`src/hdl/scrb_pkg.sv`:
```
// Shared types, constants and helper functions of the serial channel register block.
package scrb_pkg;

  // Sizes
  localparam int NUM_CHANNELS = 4;
  localparam int BUFFER_WORDS = 32;
  localparam int BUF_AW       = $clog2(BUFFER_WORDS);
  localparam int CH_AW        = (NUM_CHANNELS > 1) ? $clog2(NUM_CHANNELS) : 1;
  localparam int QUEUE_DEPTH  = 2;
  localparam int QUEUE_AW     = (QUEUE_DEPTH > 1) ? $clog2(QUEUE_DEPTH) : 1;
  localparam int QUEUE_CW     = $clog2(QUEUE_DEPTH + 1);

  // Register offsets
  localparam logic [7:0] OFS_POLL   = 8'h30;
  localparam logic [7:0] OFS_CSR    = 8'h34;
  localparam logic [7:0] OFS_STATUS = 8'h38;
  localparam logic [7:0] OFS_CLOCK  = 8'h3C;
  localparam logic [7:0] OFS_BUF    = 8'h80;

  // Register values and masks
  localparam logic [31:0] UNKNOWN_READ = 32'hDEAD_BEEF;
  localparam logic [31:0] POLL_RESET   = 32'h0007_0000;
  localparam logic [31:0] CSR_KEEP     = 32'h487F_7F06;
  localparam logic [31:0] STAT_ERR     = 32'h0F0F_0F0F;
  localparam logic [31:0] STAT_READY   = 32'h2020_2020;
  localparam logic [31:0] STAT_WR_CLR  = 32'h9010_1010;
  localparam logic [31:0] STAT_UNUSED  = 32'hD0D0_D0D0;

  // Control word bit positions
  localparam int CSR_START     = 0;
  localparam int CSR_RDSTINTMK = 27;
  localparam int CSR_RDSTINT   = 28;
  localparam int CSR_COMERR    = 29;
  localparam int CSR_TCINTMSK  = 30;
  localparam int CSR_TCINT     = 31;
  localparam int STAT_START    = 31;

  // Input item commands
  typedef enum logic [1:0] {
    CMD_BUS_RD  = 2'd0,
    CMD_BUS_WR  = 2'd1,
    CMD_DEV_UPD = 2'd2,
    CMD_DEV_CHG = 2'd3
  } cmd_t;

  // Result kinds
  typedef enum logic [1:0] {
    KIND_ACK  = 2'd0,
    KIND_CMD  = 2'd1,
    KIND_XFER = 2'd2
  } kind_t;

  // Word of a channel
  typedef enum logic [1:0] {
    SUB_OUT     = 2'd0,
    SUB_IN_HIGH = 2'd1,
    SUB_IN_LOW  = 2'd2
  } sub_t;

  // Classified operation handed from the front end to the back end
  typedef enum logic [3:0] {
    OP_NOP     = 4'd0,
    OP_BUF_RD  = 4'd1,
    OP_BUF_WR  = 4'd2,
    OP_CH_RD   = 4'd3,
    OP_CH_WR   = 4'd4,
    OP_POLL_RD = 4'd5,
    OP_POLL_WR = 4'd6,
    OP_CLK_RD  = 4'd7,
    OP_CLK_WR  = 4'd8,
    OP_STAT_RD = 4'd9,
    OP_STAT_WR = 4'd10,
    OP_CSR_RD  = 4'd11,
    OP_CSR_WR  = 4'd12,
    OP_UNK_RD  = 4'd13,
    OP_DEV_UPD = 4'd14,
    OP_DEV_CHG = 4'd15
  } op_t;

  typedef struct packed {
    op_t               op;
    logic [1:0]        chan;
    sub_t              sub;
    logic [BUF_AW-1:0] buf_idx;
    logic [31:0]       wdata;
    logic [31:0]       dhigh;
    logic [31:0]       dlow;
    logic              dvalid;
  } op_item_t;

  // Queue head as seen by the back end
  typedef struct packed {
    logic     valid;
    op_item_t item;
  } queue_head_t;

  // Transfer length: a field of zero means 128 bytes, otherwise n+1.
  function automatic logic [7:0] trans_len(input logic [6:0] field);
    logic [7:0] len;
    len = (field == 7'd0) ? 8'd128 : ({1'b0, field} + 8'd1);
    return len;
  endfunction

  // Any channel ready.
  function automatic logic any_ready(input logic [31:0] status);
    logic hit;
    hit = |(status & STAT_READY);
    return hit;
  endfunction

  // Interrupt line from the control word.
  function automatic logic irq_of(input logic [31:0] csr);
    logic line;
    line = (csr[CSR_RDSTINT] & csr[CSR_RDSTINTMK]) | (csr[CSR_TCINT] & csr[CSR_TCINTMSK]);
    return line;
  endfunction

endpackage

```
`src/hdl/scrb_front.sv`:
```
// Front end: accepts input items, classifies them and queues the operations.
module scrb_front (
  input  logic                   clk,
  input  logic                   rst_n,
  input  logic                   in_valid,
  output logic                   in_ready,
  input  logic [1:0]             in_cmd,
  input  logic [7:0]             in_address,
  input  logic [31:0]            in_write_data,
  input  logic [1:0]             in_channel,
  input  logic [31:0]            in_data_high,
  input  logic [31:0]            in_data_low,
  input  logic                   in_data_valid,
  output scrb_pkg::queue_head_t  head,
  input  logic                   pop
);
  import scrb_pkg::*;

  op_item_t             dec;
  logic [3:0]           word_idx;
  logic [1:0]           dec_ch;
  logic [1:0]           dec_sub;
  logic                 ch_reg_hit;
  logic                 is_wr;

  op_item_t             q_r [QUEUE_DEPTH];
  logic [QUEUE_AW-1:0]  wr_ptr_r;
  logic [QUEUE_AW-1:0]  wr_ptr_nxt;
  logic [QUEUE_AW-1:0]  rd_ptr_r;
  logic [QUEUE_AW-1:0]  rd_ptr_nxt;
  logic [QUEUE_CW-1:0]  cnt_r;
  logic [QUEUE_CW-1:0]  cnt_nxt;
  logic                 push;

  // Split a low register offset into channel and word: three words per channel.
  always_comb begin
    word_idx = in_address[5:2];
    if (word_idx >= 4'd9) begin
      dec_ch  = 2'd3;
      dec_sub = 2'(word_idx - 4'd9);
    end else if (word_idx >= 4'd6) begin
      dec_ch  = 2'd2;
      dec_sub = 2'(word_idx - 4'd6);
    end else if (word_idx >= 4'd3) begin
      dec_ch  = 2'd1;
      dec_sub = 2'(word_idx - 4'd3);
    end else begin
      dec_ch  = 2'd0;
      dec_sub = 2'(word_idx);
    end
    ch_reg_hit = (in_address < OFS_POLL) && (in_address[1:0] == 2'b00) &&
                 (int'(dec_ch) < NUM_CHANNELS);
  end

  // Classify the incoming item.
  always_comb begin
    dec         = '0;
    dec.op      = OP_NOP;
    dec.sub     = SUB_OUT;
    dec.wdata   = in_write_data;
    dec.dhigh   = in_data_high;
    dec.dlow    = in_data_low;
    dec.dvalid  = in_data_valid;
    dec.buf_idx = in_address[2 +: BUF_AW];
    is_wr       = (cmd_t'(in_cmd) == CMD_BUS_WR);
    unique case (cmd_t'(in_cmd))
      CMD_BUS_RD, CMD_BUS_WR: begin
        if (in_address >= OFS_BUF) begin
          dec.op = is_wr ? OP_BUF_WR : OP_BUF_RD;
        end else if (ch_reg_hit) begin
          dec.op   = is_wr ? OP_CH_WR : OP_CH_RD;
          dec.chan = dec_ch;
          dec.sub  = sub_t'(dec_sub);
        end else if (in_address == OFS_POLL) begin
          dec.op = is_wr ? OP_POLL_WR : OP_POLL_RD;
        end else if (in_address == OFS_CLOCK) begin
          dec.op = is_wr ? OP_CLK_WR : OP_CLK_RD;
        end else if (in_address == OFS_STATUS) begin
          dec.op = is_wr ? OP_STAT_WR : OP_STAT_RD;
        end else if (in_address == OFS_CSR) begin
          dec.op = is_wr ? OP_CSR_WR : OP_CSR_RD;
        end else begin
          dec.op = is_wr ? OP_NOP : OP_UNK_RD;
        end
      end
      CMD_DEV_UPD, CMD_DEV_CHG: begin
        if (int'(in_channel) < NUM_CHANNELS) begin
          dec.op   = (cmd_t'(in_cmd) == CMD_DEV_UPD) ? OP_DEV_UPD : OP_DEV_CHG;
          dec.chan = in_channel;
        end
      end
      default: dec.op = OP_NOP;
    endcase
  end

  // Operation queue between front and back end.
  assign in_ready   = (int'(cnt_r) < QUEUE_DEPTH);
  assign push       = in_valid && in_ready;
  assign head.valid = (cnt_r != '0);
  assign head.item  = q_r[rd_ptr_r];

  always_comb begin
    wr_ptr_nxt = wr_ptr_r;
    rd_ptr_nxt = rd_ptr_r;
    cnt_nxt    = cnt_r;
    if (push) begin
      wr_ptr_nxt = (int'(wr_ptr_r) == QUEUE_DEPTH - 1) ? '0 : wr_ptr_r + 1'b1;
    end
    if (pop) begin
      rd_ptr_nxt = (int'(rd_ptr_r) == QUEUE_DEPTH - 1) ? '0 : rd_ptr_r + 1'b1;
    end
    if (push && !pop) begin
      cnt_nxt = cnt_r + 1'b1;
    end else if (pop && !push) begin
      cnt_nxt = cnt_r - 1'b1;
    end
  end

  always_ff @(posedge clk) begin
    if (!rst_n) begin
      wr_ptr_r <= '0;
      rd_ptr_r <= '0;
      cnt_r    <= '0;
    end else begin
      wr_ptr_r <= wr_ptr_nxt;
      rd_ptr_r <= rd_ptr_nxt;
      cnt_r    <= cnt_nxt;
    end
  end

  // Queue storage holds payload only.
  always_ff @(posedge clk) begin
    if (push) begin
      q_r[wr_ptr_r] <= dec;
    end
  end

endmodule

```
`src/hdl/scrb_back.sv`:
```
// Back end: register state, transfer buffer, command sequencer and result register.
module scrb_back (
  input  logic                   clk,
  input  logic                   rst_n,
  input  scrb_pkg::queue_head_t  head,
  output logic                   pop,
  output logic                   out_valid,
  input  logic                   out_ready,
  output logic [1:0]             out_kind,
  output logic [31:0]            out_read_data,
  output logic [1:0]             out_target_channel,
  output logic [31:0]            out_command_word,
  output logic                   out_poll_enable,
  output logic [7:0]             out_in_length,
  output logic [7:0]             out_out_length,
  output logic                   out_irq,
  output logic                   out_last
);
  import scrb_pkg::*;

  typedef enum logic [2:0] {
    S_IDLE = 3'b001,
    S_BUF  = 3'b010,
    S_CMD  = 3'b100
  } state_t;

  op_item_t            it;
  state_t              state_r;
  state_t              state_nxt;
  logic [1:0]          cnt_r;
  logic [1:0]          cnt_nxt;

  // Register state
  logic [31:0]         out_words_r [NUM_CHANNELS];
  logic [31:0]         in_high_r   [NUM_CHANNELS];
  logic [31:0]         in_low_r    [NUM_CHANNELS];
  logic [31:0]         poll_r;
  logic [31:0]         poll_nxt;
  logic [31:0]         csr_r;
  logic [31:0]         csr_nxt;
  logic [31:0]         status_r;
  logic [31:0]         status_nxt;
  logic [31:0]         clk_lock_r;
  logic [31:0]         clk_lock_nxt;

  // Channel word write ports
  logic                ow_we;
  logic [31:0]         ow_wd;
  logic                ih_we;
  logic [31:0]         ih_wd;
  logic                il_we;
  logic [31:0]         il_wd;
  logic [1:0]          rd_ch;
  logic [CH_AW-1:0]    ch_idx;
  logic [31:0]         ch_word;

  // Transfer buffer
  logic [31:0]         buf_mem [BUFFER_WORDS];
  logic [BUFFER_WORDS-1:0] buf_vld_r;
  logic [31:0]         buf_rdata_r;
  logic                buf_hit_r;
  logic                buf_we;

  // Result register
  logic                out_free;
  logic                ld_en;
  kind_t               ld_kind;
  logic [31:0]         ld_rdata;
  logic [1:0]          ld_tch;
  logic [31:0]         ld_cw;
  logic                ld_pe;
  logic [7:0]          ld_il;
  logic [7:0]          ld_ol;
  logic                ld_last;
  logic                out_valid_r;
  kind_t               out_kind_r;
  logic [31:0]         out_rdata_r;
  logic [1:0]          out_tch_r;
  logic [31:0]         out_cw_r;
  logic                out_pe_r;
  logic [7:0]          out_il_r;
  logic [7:0]          out_ol_r;
  logic                out_irq_r;
  logic                out_last_r;

  assign it       = head.item;
  assign out_free = !out_valid_r || out_ready;
  assign pop      = (state_r == S_IDLE) && head.valid && out_free;
  assign buf_we   = pop && (it.op == OP_BUF_WR);

  // One channel read index: the sequencer's channel while emitting commands.
  assign rd_ch  = (state_r == S_CMD) ? cnt_r : it.chan;
  assign ch_idx = rd_ch[CH_AW-1:0];

  always_comb begin
    case (it.sub)
      SUB_OUT:     ch_word = out_words_r[ch_idx];
      SUB_IN_HIGH: ch_word = in_high_r[ch_idx];
      default:     ch_word = in_low_r[ch_idx];
    endcase
  end

  // Execute the operation at the queue head and sequence its results.
  always_comb begin
    state_nxt    = state_r;
    cnt_nxt      = cnt_r;
    poll_nxt     = poll_r;
    csr_nxt      = csr_r;
    status_nxt   = status_r;
    clk_lock_nxt = clk_lock_r;
    ow_we        = 1'b0;
    ow_wd        = it.wdata;
    ih_we        = 1'b0;
    ih_wd        = it.wdata;
    il_we        = 1'b0;
    il_wd        = it.wdata;
    ld_en        = 1'b0;
    ld_kind      = KIND_ACK;
    ld_rdata     = '0;
    ld_tch       = '0;
    ld_cw        = '0;
    ld_pe        = 1'b0;
    ld_il        = '0;
    ld_ol        = '0;
    ld_last      = 1'b1;

    unique case (state_r)
      S_IDLE: begin
        if (pop) begin
          ld_en = 1'b1;
          unique case (it.op)
            OP_NOP, OP_BUF_WR: begin
            end
            OP_BUF_RD: begin
              ld_en     = 1'b0;
              state_nxt = S_BUF;
            end
            OP_CH_RD: begin
              ld_rdata = ch_word;
              if (it.sub != SUB_OUT) begin
                status_nxt[{~it.chan, 3'd5}] = 1'b0;
                csr_nxt[CSR_RDSTINT]         = any_ready(status_nxt);
              end
            end
            OP_CH_WR: begin
              ow_we = (it.sub == SUB_OUT);
              ih_we = (it.sub == SUB_IN_HIGH);
              il_we = (it.sub == SUB_IN_LOW);
            end
            OP_POLL_RD: ld_rdata = poll_r;
            OP_POLL_WR: poll_nxt = it.wdata;
            OP_CLK_RD:  ld_rdata = clk_lock_r;
            OP_CLK_WR:  clk_lock_nxt = it.wdata;
            OP_STAT_RD: ld_rdata = status_r;
            OP_STAT_WR: begin
              status_nxt = status_r & ~(it.wdata & STAT_ERR);
              if (it.wdata[STAT_START]) begin
                // Start of the command burst: channel zero goes out first.
                status_nxt = status_nxt & ~STAT_WR_CLR;
                ld_kind    = KIND_CMD;
                ld_tch     = rd_ch;
                ld_cw      = out_words_r[ch_idx];
                ld_pe      = poll_r[5'd7 - 5'(rd_ch)];
                ld_last    = (NUM_CHANNELS == 1);
                cnt_nxt    = 2'd1;
                state_nxt  = (NUM_CHANNELS == 1) ? S_IDLE : S_CMD;
              end
            end
            OP_CSR_RD: ld_rdata = csr_r;
            OP_CSR_WR: begin
              csr_nxt             = (csr_r & ~CSR_KEEP) | (it.wdata & CSR_KEEP);
              csr_nxt[CSR_COMERR] = 1'b0;
              if (it.wdata[CSR_RDSTINT]) begin
                csr_nxt[CSR_RDSTINT] = 1'b0;
              end
              if (it.wdata[CSR_TCINT]) begin
                csr_nxt[CSR_TCINT] = 1'b0;
              end
              if (it.wdata[CSR_START]) begin
                ld_kind            = KIND_XFER;
                ld_tch             = csr_nxt[2:1];
                ld_il              = trans_len(csr_nxt[14:8]);
                ld_ol              = trans_len(csr_nxt[22:16]);
                csr_nxt[CSR_TCINT] = 1'b1;
                csr_nxt[CSR_START] = 1'b0;
              end
              csr_nxt[CSR_RDSTINT] = any_ready(status_r);
            end
            OP_UNK_RD: ld_rdata = UNKNOWN_READ;
            OP_DEV_UPD: begin
              ih_we                        = 1'b1;
              ih_wd                        = it.dhigh;
              il_we                        = 1'b1;
              il_wd                        = it.dlow;
              status_nxt[{~it.chan, 3'd5}] = it.dvalid;
              csr_nxt[CSR_RDSTINT]         = any_ready(status_nxt);
            end
            OP_DEV_CHG: begin
              ow_we                        = 1'b1;
              ow_wd                        = '0;
              ih_we                        = 1'b1;
              ih_wd                        = '0;
              il_we                        = 1'b1;
              il_wd                        = '0;
              status_nxt[{~it.chan, 3'd3}] = 1'b1;
              csr_nxt[CSR_COMERR]          = 1'b1;
            end
            default: begin
            end
          endcase
        end
      end
      S_BUF: begin
        // Buffer read data arrives in the cycle after the operation left the queue.
        ld_en     = 1'b1;
        ld_rdata  = buf_hit_r ? buf_rdata_r : '0;
        state_nxt = S_IDLE;
      end
      S_CMD: begin
        if (out_free) begin
          ld_en   = 1'b1;
          ld_kind = KIND_CMD;
          ld_tch  = rd_ch;
          ld_cw   = out_words_r[ch_idx];
          ld_pe   = poll_r[5'd7 - 5'(rd_ch)];
          ld_last = (int'(cnt_r) == NUM_CHANNELS - 1);
          cnt_nxt = cnt_r + 2'd1;
          if (ld_last) begin
            state_nxt = S_IDLE;
          end
        end
      end
      default: state_nxt = S_IDLE;
    endcase
  end

  // Control and register state.
  always_ff @(posedge clk) begin
    if (!rst_n) begin
      state_r    <= S_IDLE;
      cnt_r      <= '0;
      poll_r     <= POLL_RESET;
      csr_r      <= '0;
      status_r   <= '0;
      clk_lock_r <= '0;
      for (int i = 0; i < NUM_CHANNELS; i++) begin
        out_words_r[i] <= '0;
        in_high_r[i]   <= '0;
        in_low_r[i]    <= '0;
      end
    end else begin
      state_r    <= state_nxt;
      cnt_r      <= cnt_nxt;
      poll_r     <= poll_nxt;
      csr_r      <= csr_nxt;
      status_r   <= status_nxt;
      clk_lock_r <= clk_lock_nxt;
      if (ow_we) begin
        out_words_r[ch_idx] <= ow_wd;
      end
      if (ih_we) begin
        in_high_r[ch_idx] <= ih_wd;
      end
      if (il_we) begin
        in_low_r[ch_idx] <= il_wd;
      end
    end
  end

  // Transfer buffer memory with registered read.
  always_ff @(posedge clk) begin
    if (buf_we) begin
      buf_mem[it.buf_idx] <= it.wdata;
    end
    buf_rdata_r <= buf_mem[it.buf_idx];
    buf_hit_r   <= buf_vld_r[it.buf_idx];
  end

  // Written flags: an entry never written reads as zero.
  always_ff @(posedge clk) begin
    if (!rst_n) begin
      buf_vld_r <= '0;
    end else if (buf_we) begin
      buf_vld_r[it.buf_idx] <= 1'b1;
    end
  end

  // Result register decouples the back end from the result channel.
  always_ff @(posedge clk) begin
    if (!rst_n) begin
      out_valid_r <= 1'b0;
    end else if (ld_en) begin
      out_valid_r <= 1'b1;
    end else if (out_ready) begin
      out_valid_r <= 1'b0;
    end
  end

  always_ff @(posedge clk) begin
    if (ld_en) begin
      out_kind_r  <= ld_kind;
      out_rdata_r <= ld_rdata;
      out_tch_r   <= ld_tch;
      out_cw_r    <= ld_cw;
      out_pe_r    <= ld_pe;
      out_il_r    <= ld_il;
      out_ol_r    <= ld_ol;
      out_irq_r   <= irq_of(csr_nxt);
      out_last_r  <= ld_last;
    end
  end

  assign out_valid          = out_valid_r;
  assign out_kind           = out_kind_r;
  assign out_read_data      = out_rdata_r;
  assign out_target_channel = out_tch_r;
  assign out_command_word   = out_cw_r;
  assign out_poll_enable    = out_pe_r;
  assign out_in_length      = out_il_r;
  assign out_out_length     = out_ol_r;
  assign out_irq            = out_irq_r;
  assign out_last           = out_last_r;

  // While a command burst is in progress a command is always waiting.
  a_cmd_burst_holds_result: assert property (@(posedge clk) disable iff (!rst_n)
    state_r == S_CMD |-> out_valid_r && out_kind_r == KIND_CMD && !out_last_r)
    else $error("command burst without a pending command result");

  // A buffer read delivers its single result in the next cycle.
  a_buf_read_completes: assert property (@(posedge clk) disable iff (!rst_n)
    state_r == S_BUF |=> out_valid_r && out_last_r && out_kind_r == KIND_ACK)
    else $error("buffer read result missing");

  // No operation leaves the queue while a burst or buffer read is open.
  a_no_pop_when_busy: assert property (@(posedge clk) disable iff (!rst_n)
    state_r != S_IDLE |-> !pop)
    else $error("operation popped while back end busy");

  // Status bits that no operation sets stay clear.
  a_status_unused_clear: assert property (@(posedge clk) disable iff (!rst_n)
    (status_r & STAT_UNUSED) == '0)
    else $error("reserved status bit set");

  // The sequencer state is one-hot.
  a_state_onehot: assert property (@(posedge clk) disable iff (!rst_n)
    $onehot(state_r))
    else $error("back-end state not one-hot");

endmodule

```
`src/hdl/serial_channel_register_block.sv`:
```
// Results pass the operation queue and the result register; a buffer read also passes the
// registered buffer memory. Throughput: one item per cycle while results are taken; a
// buffer read or a start-bit status write (one command per channel) holds the back end.
// A two-entry operation queue lets the input side keep accepting while results wait.
// Reset (synchronous, rst_n low) clears the queue, the sequencer, all registers except the
// poll word (0x00070000) and the buffer's written flags; no clearing pass is needed.
module serial_channel_register_block (
  input  logic        clk,
  input  logic        rst_n,
  input  logic        in_valid,
  output logic        in_ready,
  input  logic [1:0]  in_cmd,
  input  logic [7:0]  in_address,
  input  logic [31:0] in_write_data,
  input  logic [1:0]  in_channel,
  input  logic [31:0] in_data_high,
  input  logic [31:0] in_data_low,
  input  logic        in_data_valid,
  output logic        out_valid,
  input  logic        out_ready,
  output logic [1:0]  out_kind,
  output logic [31:0] out_read_data,
  output logic [1:0]  out_target_channel,
  output logic [31:0] out_command_word,
  output logic        out_poll_enable,
  output logic [7:0]  out_in_length,
  output logic [7:0]  out_out_length,
  output logic        out_irq,
  output logic        out_last
);
  import scrb_pkg::*;

  queue_head_t head;
  logic        pop;

  // Front end: classify and queue.
  scrb_front u_front (
    .clk           (clk),
    .rst_n         (rst_n),
    .in_valid      (in_valid),
    .in_ready      (in_ready),
    .in_cmd        (in_cmd),
    .in_address    (in_address),
    .in_write_data (in_write_data),
    .in_channel    (in_channel),
    .in_data_high  (in_data_high),
    .in_data_low   (in_data_low),
    .in_data_valid (in_data_valid),
    .head          (head),
    .pop           (pop)
  );

  // Back end: execute and deliver results.
  scrb_back u_back (
    .clk                (clk),
    .rst_n              (rst_n),
    .head               (head),
    .pop                (pop),
    .out_valid          (out_valid),
    .out_ready          (out_ready),
    .out_kind           (out_kind),
    .out_read_data      (out_read_data),
    .out_target_channel (out_target_channel),
    .out_command_word   (out_command_word),
    .out_poll_enable    (out_poll_enable),
    .out_in_length      (out_in_length),
    .out_out_length     (out_out_length),
    .out_irq            (out_irq),
    .out_last           (out_last)
  );

endmodule

```
`config.mk`:
```
export PLATFORM = sky130hd
export DESIGN_NAME = serial_channel_register_block
export DESIGN_NICKNAME = d
export VERILOG_FILES = /design/src/hdl/scrb_pkg.sv /design/src/hdl/scrb_front.sv /design/src/hdl/scrb_back.sv /design/src/hdl/serial_channel_register_block.sv
export SDC_FILE = /design/constraint.sdc
export NUM_CORES = 2
export LEC_CHECK = 0
export BUFFER_PORTS_ARGS = -buffer_cell sky130_fd_sc_hd__clkbuf_2
export CAP_MARGIN = 20
export CORE_MARGIN = 1
export CORE_UTILIZATION = 55
export DETAILED_ROUTE_END_ITERATION = 7
export PLACE_DENSITY_LB_ADDON = 0.12
export SYNTH_ARGS = -nofsm -noshare
export SYNTH_HDL_FRONTEND = slang
export SYNTH_SLANG_ARGS = --single-unit
```
`constraint.sdc`:
```
create_clock -name clk -period 12.86 [get_ports clk]
set_input_delay 1.286 -clock clk [delete_from_list [all_inputs] [get_ports clk]]
set_output_delay 1.286 -clock clk [all_outputs]
set_load 0.01 [all_outputs]
```
==> flow_metrics.env <==
export IMPL_synthArstFlopShare_pct=0
export IMPL_cts_hold_fix_buffers=0
export IMPL_synthToLayoutAreaGrowth_pct=12.9
export IMPL_power_leakage_nw=29.8
export IMPL_worst_r2r_path_depth=6
export IMPL_worst_setup_path_type="flop to flop"
export IMPL_synth_top_cells_by_area="sky130_fd_sc_hd__edfxtp_1 (68%), sky130_fd_sc_hd__mux4_2 (7.9%), sky130_fd_sc_hd__dfxtp_1 (5.1%)"
export IMPL_final_layout_size_suffix_gt1_share_pct=20.6
export IMPL_initial_standard_cell_utilization_of_the_core_pct=55.7
export IMPL_final_net_count=4996
export IMPL_worstSetupEndpointType="flop"
export IMPL_fp_dieH_um=373
export IMPL_detail_route_first_pass_iterations=6
export IMPL_synth_most_common_cell="sky130_fd_sc_hd__edfxtp_1"
export IMPL_postCtsResizedCells=0
export IMPL_place_area_um2=79200
export IMPL_floorplan_die_width_um=373
export IMPL_hpwl_um=141000
export IMPL_finalWorstPathRequiredPeriod_ns=5.00
export IMPL_dominantRegCellSynth="sky130_fd_sc_hd__edfxtp_1"
export IMPL_cts_htree_levels=4
export IMPL_cts_root_to_sink_buffers=3
export IMPL_worst_path_max_fanout=60
export IMPL_postRouteAntennaNets=0
export IMPL_synth_nets=4735
export IMPL_post_drt_wl_per_cell_um=31.9
export IMPL_cp_arrival_ns=5.42
export IMPL_grt_pass1_wl_um=305000
export IMPL_cp_data_required_time_ns=13.28
export IMPL_finalPower_mw=17.1
export IMPL_drv_slew=0
export IMPL_gpl_final_weighted_congestion=0.932
export IMPL_worstSkewPairLatency_ns=0.82
export IMPL_drt_iter0_markers=5738
export IMPL_maxSlewHeadroom_pct=13.7
export IMPL_grt_start_max_net_pins=89
export IMPL_min_path_type="flop to flop"
export IMPL_p_per_area_nw_per_um2=200
export IMPL_timing_hold_worst_path_depth=2
export IMPL_cts_buffers=191
export IMPL_io_pins=202
export IMPL_syn_cell_area_um2=75700
export IMPL_synthDistinctLibCells=75
export IMPL_count_of_yosys_warnings_during_synthesis=0
export IMPL_portBuffers=201
export IMPL_grt_antenna_before_repair=7
export IMPL_setup_violations_final=0
export IMPL_post_cts_repair_setup_buffers=0
export IMPL_path_delay_family="simple AND/OR/NAND/NOR gates"
export IMPL_cp_num_buf_inv=1
export IMPL_final_clock_period_utilization_by_the_worst_path_pct=38.9
export IMPL_routed_wirelength_um=217000
export IMPL_max_freq_ghz=0.200
export IMPL_synth_seq_area_share_pct=73.2
export IMPL_post_drt_via_cell_ratio=6.49
export IMPL_cp_num_cells=6
export IMPL_critPathLaunchType="flop"
export IMPL_clk_pin_slew_worst_paths_ns=0.06
export IMPL_postSynthCellCount=4605
export IMPL_synth_enable_flop_cells=1715
export IMPL_total_negative_slack_for_setup_checks_ns=0
export IMPL_grt_setup_unrepaired="false"
export IMPL_root_buffer="sky130_fd_sc_hd__clkbuf_16"
export IMPL_status="finished, final reports clean"
export IMPL_fp_dieArea_um2=139000
export IMPL_tightestPinTransition_ns=1.26
export IMPL_track_usage_pct=30.9
export IMPL_finalInstanceArea_um2=85500
export IMPL_cts_tree="built"
export IMPL_netlist_top_cells_count="sky130_fd_sc_hd__edfxtp_1 (1715), sky130_fd_sc_hd__nor2_1 (455), sky130_fd_sc_hd__nand2_1 (392), sky130_fd_sc_hd__mux4_2 (265), sky130_fd_sc_hd__dfxtp_1 (194)"
export IMPL_drcViolationCount=0
export IMPL_number_of_global_route_vias_before_repair=41700
export IMPL_fp_coreArea_um2=136000
export IMPL_fill_count=9725
export IMPL_cts_sinks=1909
export IMPL_post_synth_top_area_fraction_pct=68.0
export IMPL_clock_skew_final_ns=0.0210
export IMPL_final_util_pct=62.9
export IMPL_timing_max_cap_violations=0
export IMPL_path_cells="buf_4, nor3b_1, nor2_1, nor3_1, nand3_1, nor2_4"
export IMPL_area_sequential_um2=55400
export IMPL_multi_input_comb_area_um2=19200
export IMPL_stage_delay_of_the_slowest_cell_on_the_critical_path_ns=1.16
export IMPL_netlist_top_cell_by_area="sky130_fd_sc_hd__edfxtp_1"
export IMPL_avgSynthCellArea_um2=16.4
export IMPL_globalRouteOverflowTotal=0
export IMPL_ir_drop_v=0.000157
export IMPL_num_vias=44200
export IMPL_crit_slowest_cell="sky130_fd_sc_hd__nor2_4"
export IMPL_synth_seq_cells=1909
export IMPL_placementRows=135
export IMPL_hold_violations=0
## registers in the layout, summed over array words and instances, names as in the netlist, 128 cells and up, named ones only
signal and count:
u_front.q_r 220, u_back.in_high_r 128, u_back.buf_mem 1024, u_back.in_low_r 128
u_back.out_words_r 128
## path summary, 6_finish.rpt
kind / from / to / slack, ns
worst max-delay path: flop / u_back.buf_mem[3][9] / 7.86
worst min register to register: u_back.status_r[25] / u_back.status_r[25] / 0.43
worst min-delay path: u_back.status_r[25] / u_back.status_r[25] / 0.43
worst max register to register: flop / u_back.buf_mem[3][9] / 7.86
## per-layer routing
metal	wire (um)	GRT usage (%)	up-vias
met3	19400	5.52	458
met1	83400	42.5	22700
met2	102000	48.2	2431
li1	-	-	18600
met4	11700	14.9	2
met5	24	0	-
## metrics by stage
stage | setup slack, ns | hold slack [ns] | cells
4_1_cts | 7.90 | 0.434 | 6784
6_report | 7.86 | 0.435 | 6804
3_5_place_dp | 7.53 | 0.424 | 6437
5_1_grt | 7.67 | 0.446 | 6801
3_3_place_gp | 7.66 | 0.419 | 6432
2_1_floorplan | 4.30 | 0.412 | 4605
## cell usage in the layout, fill, tap and decap left out, types with 10 or more instances in the layout
cell type and count:
sky130_fd_sc_hd__a211oi_1 16, sky130_fd_sc_hd__a21oi_1 118, sky130_fd_sc_hd__a221o_1 13, sky130_fd_sc_hd__a221oi_1 20, sky130_fd_sc_hd__a22oi_1 176, sky130_fd_sc_hd__a32oi_1 73, sky130_fd_sc_hd__and2_1 12, sky130_fd_sc_hd__and3_1 52
sky130_fd_sc_hd__buf_12 11, sky130_fd_sc_hd__buf_4 132, sky130_fd_sc_hd__clkbuf_1 49, sky130_fd_sc_hd__clkbuf_16 193, sky130_fd_sc_hd__clkbuf_2 200, sky130_fd_sc_hd__clkbuf_8 12, sky130_fd_sc_hd__clkinv_1 46, sky130_fd_sc_hd__clkinv_2 24
sky130_fd_sc_hd__dfxtp_1 193, sky130_fd_sc_hd__edfxtp_1 1715, sky130_fd_sc_hd__ha_1 17, sky130_fd_sc_hd__inv_1 72, sky130_fd_sc_hd__mux2_2 60, sky130_fd_sc_hd__mux2i_1 163, sky130_fd_sc_hd__mux4_2 265, sky130_fd_sc_hd__nand2_1 392
sky130_fd_sc_hd__nand3_1 38, sky130_fd_sc_hd__nand4_1 50, sky130_fd_sc_hd__nor2_1 414, sky130_fd_sc_hd__nor2_4 39, sky130_fd_sc_hd__nor3_1 19, sky130_fd_sc_hd__nor3_2 10, sky130_fd_sc_hd__nor4_1 13, sky130_fd_sc_hd__o211a_1 79
sky130_fd_sc_hd__o211ai_1 14, sky130_fd_sc_hd__o21a_1 37, sky130_fd_sc_hd__o21ai_0 42, sky130_fd_sc_hd__o21ai_1 11, sky130_fd_sc_hd__o22ai_1 26, sky130_fd_sc_hd__xnor2_1 14
## kinds of logic after synthesis
| group | count (synthesis) | share of synthesized area, % |
|---|---|---|
| mux | 500 | 11.1 |
| simple gates | 1110 | 6.44 |
| flops | 1909 | 73.2 |
| compound gates | 684 | 6.71 |
| xor+xnor | 15 | 0.174 |
| fa+ha+maj | 17 | 0.281 |
| buf+inv | 370 | 2.11 |
## where the power goes
group / internal, mW / total [mW] / switching (mW)
clock: 3.02 / 5.35 / 2.33
combinational: 1.16 / 3.93 / 2.78
sequential: 7.51 / 7.79 / 0.277
total: 11.7 / 17.1 / 5.39
## worst min-delay path: stages, from the launching register on
cell                      delay (ns)
sky130_fd_sc_hd__dfxtp_1        0.31
sky130_fd_sc_hd__nand2_1        0.05
sky130_fd_sc_hd__a21oi_1        0.03
## layout make-up
type | instances | area share (%)
Tap cell | 1781 | 2.61
Multi-Input combinational cell | 2326 | 22.4
Timing Repair Buffer | 352 | 2.82
Inverter | 86 | 0.378
Antenna cell | 3 | 0.00878
Clock buffer | 257 | 6.08
Clock inverter | 90 | 0.896
Sequential cell | 1909 | 64.8
(Power assumes the default switching activity.)
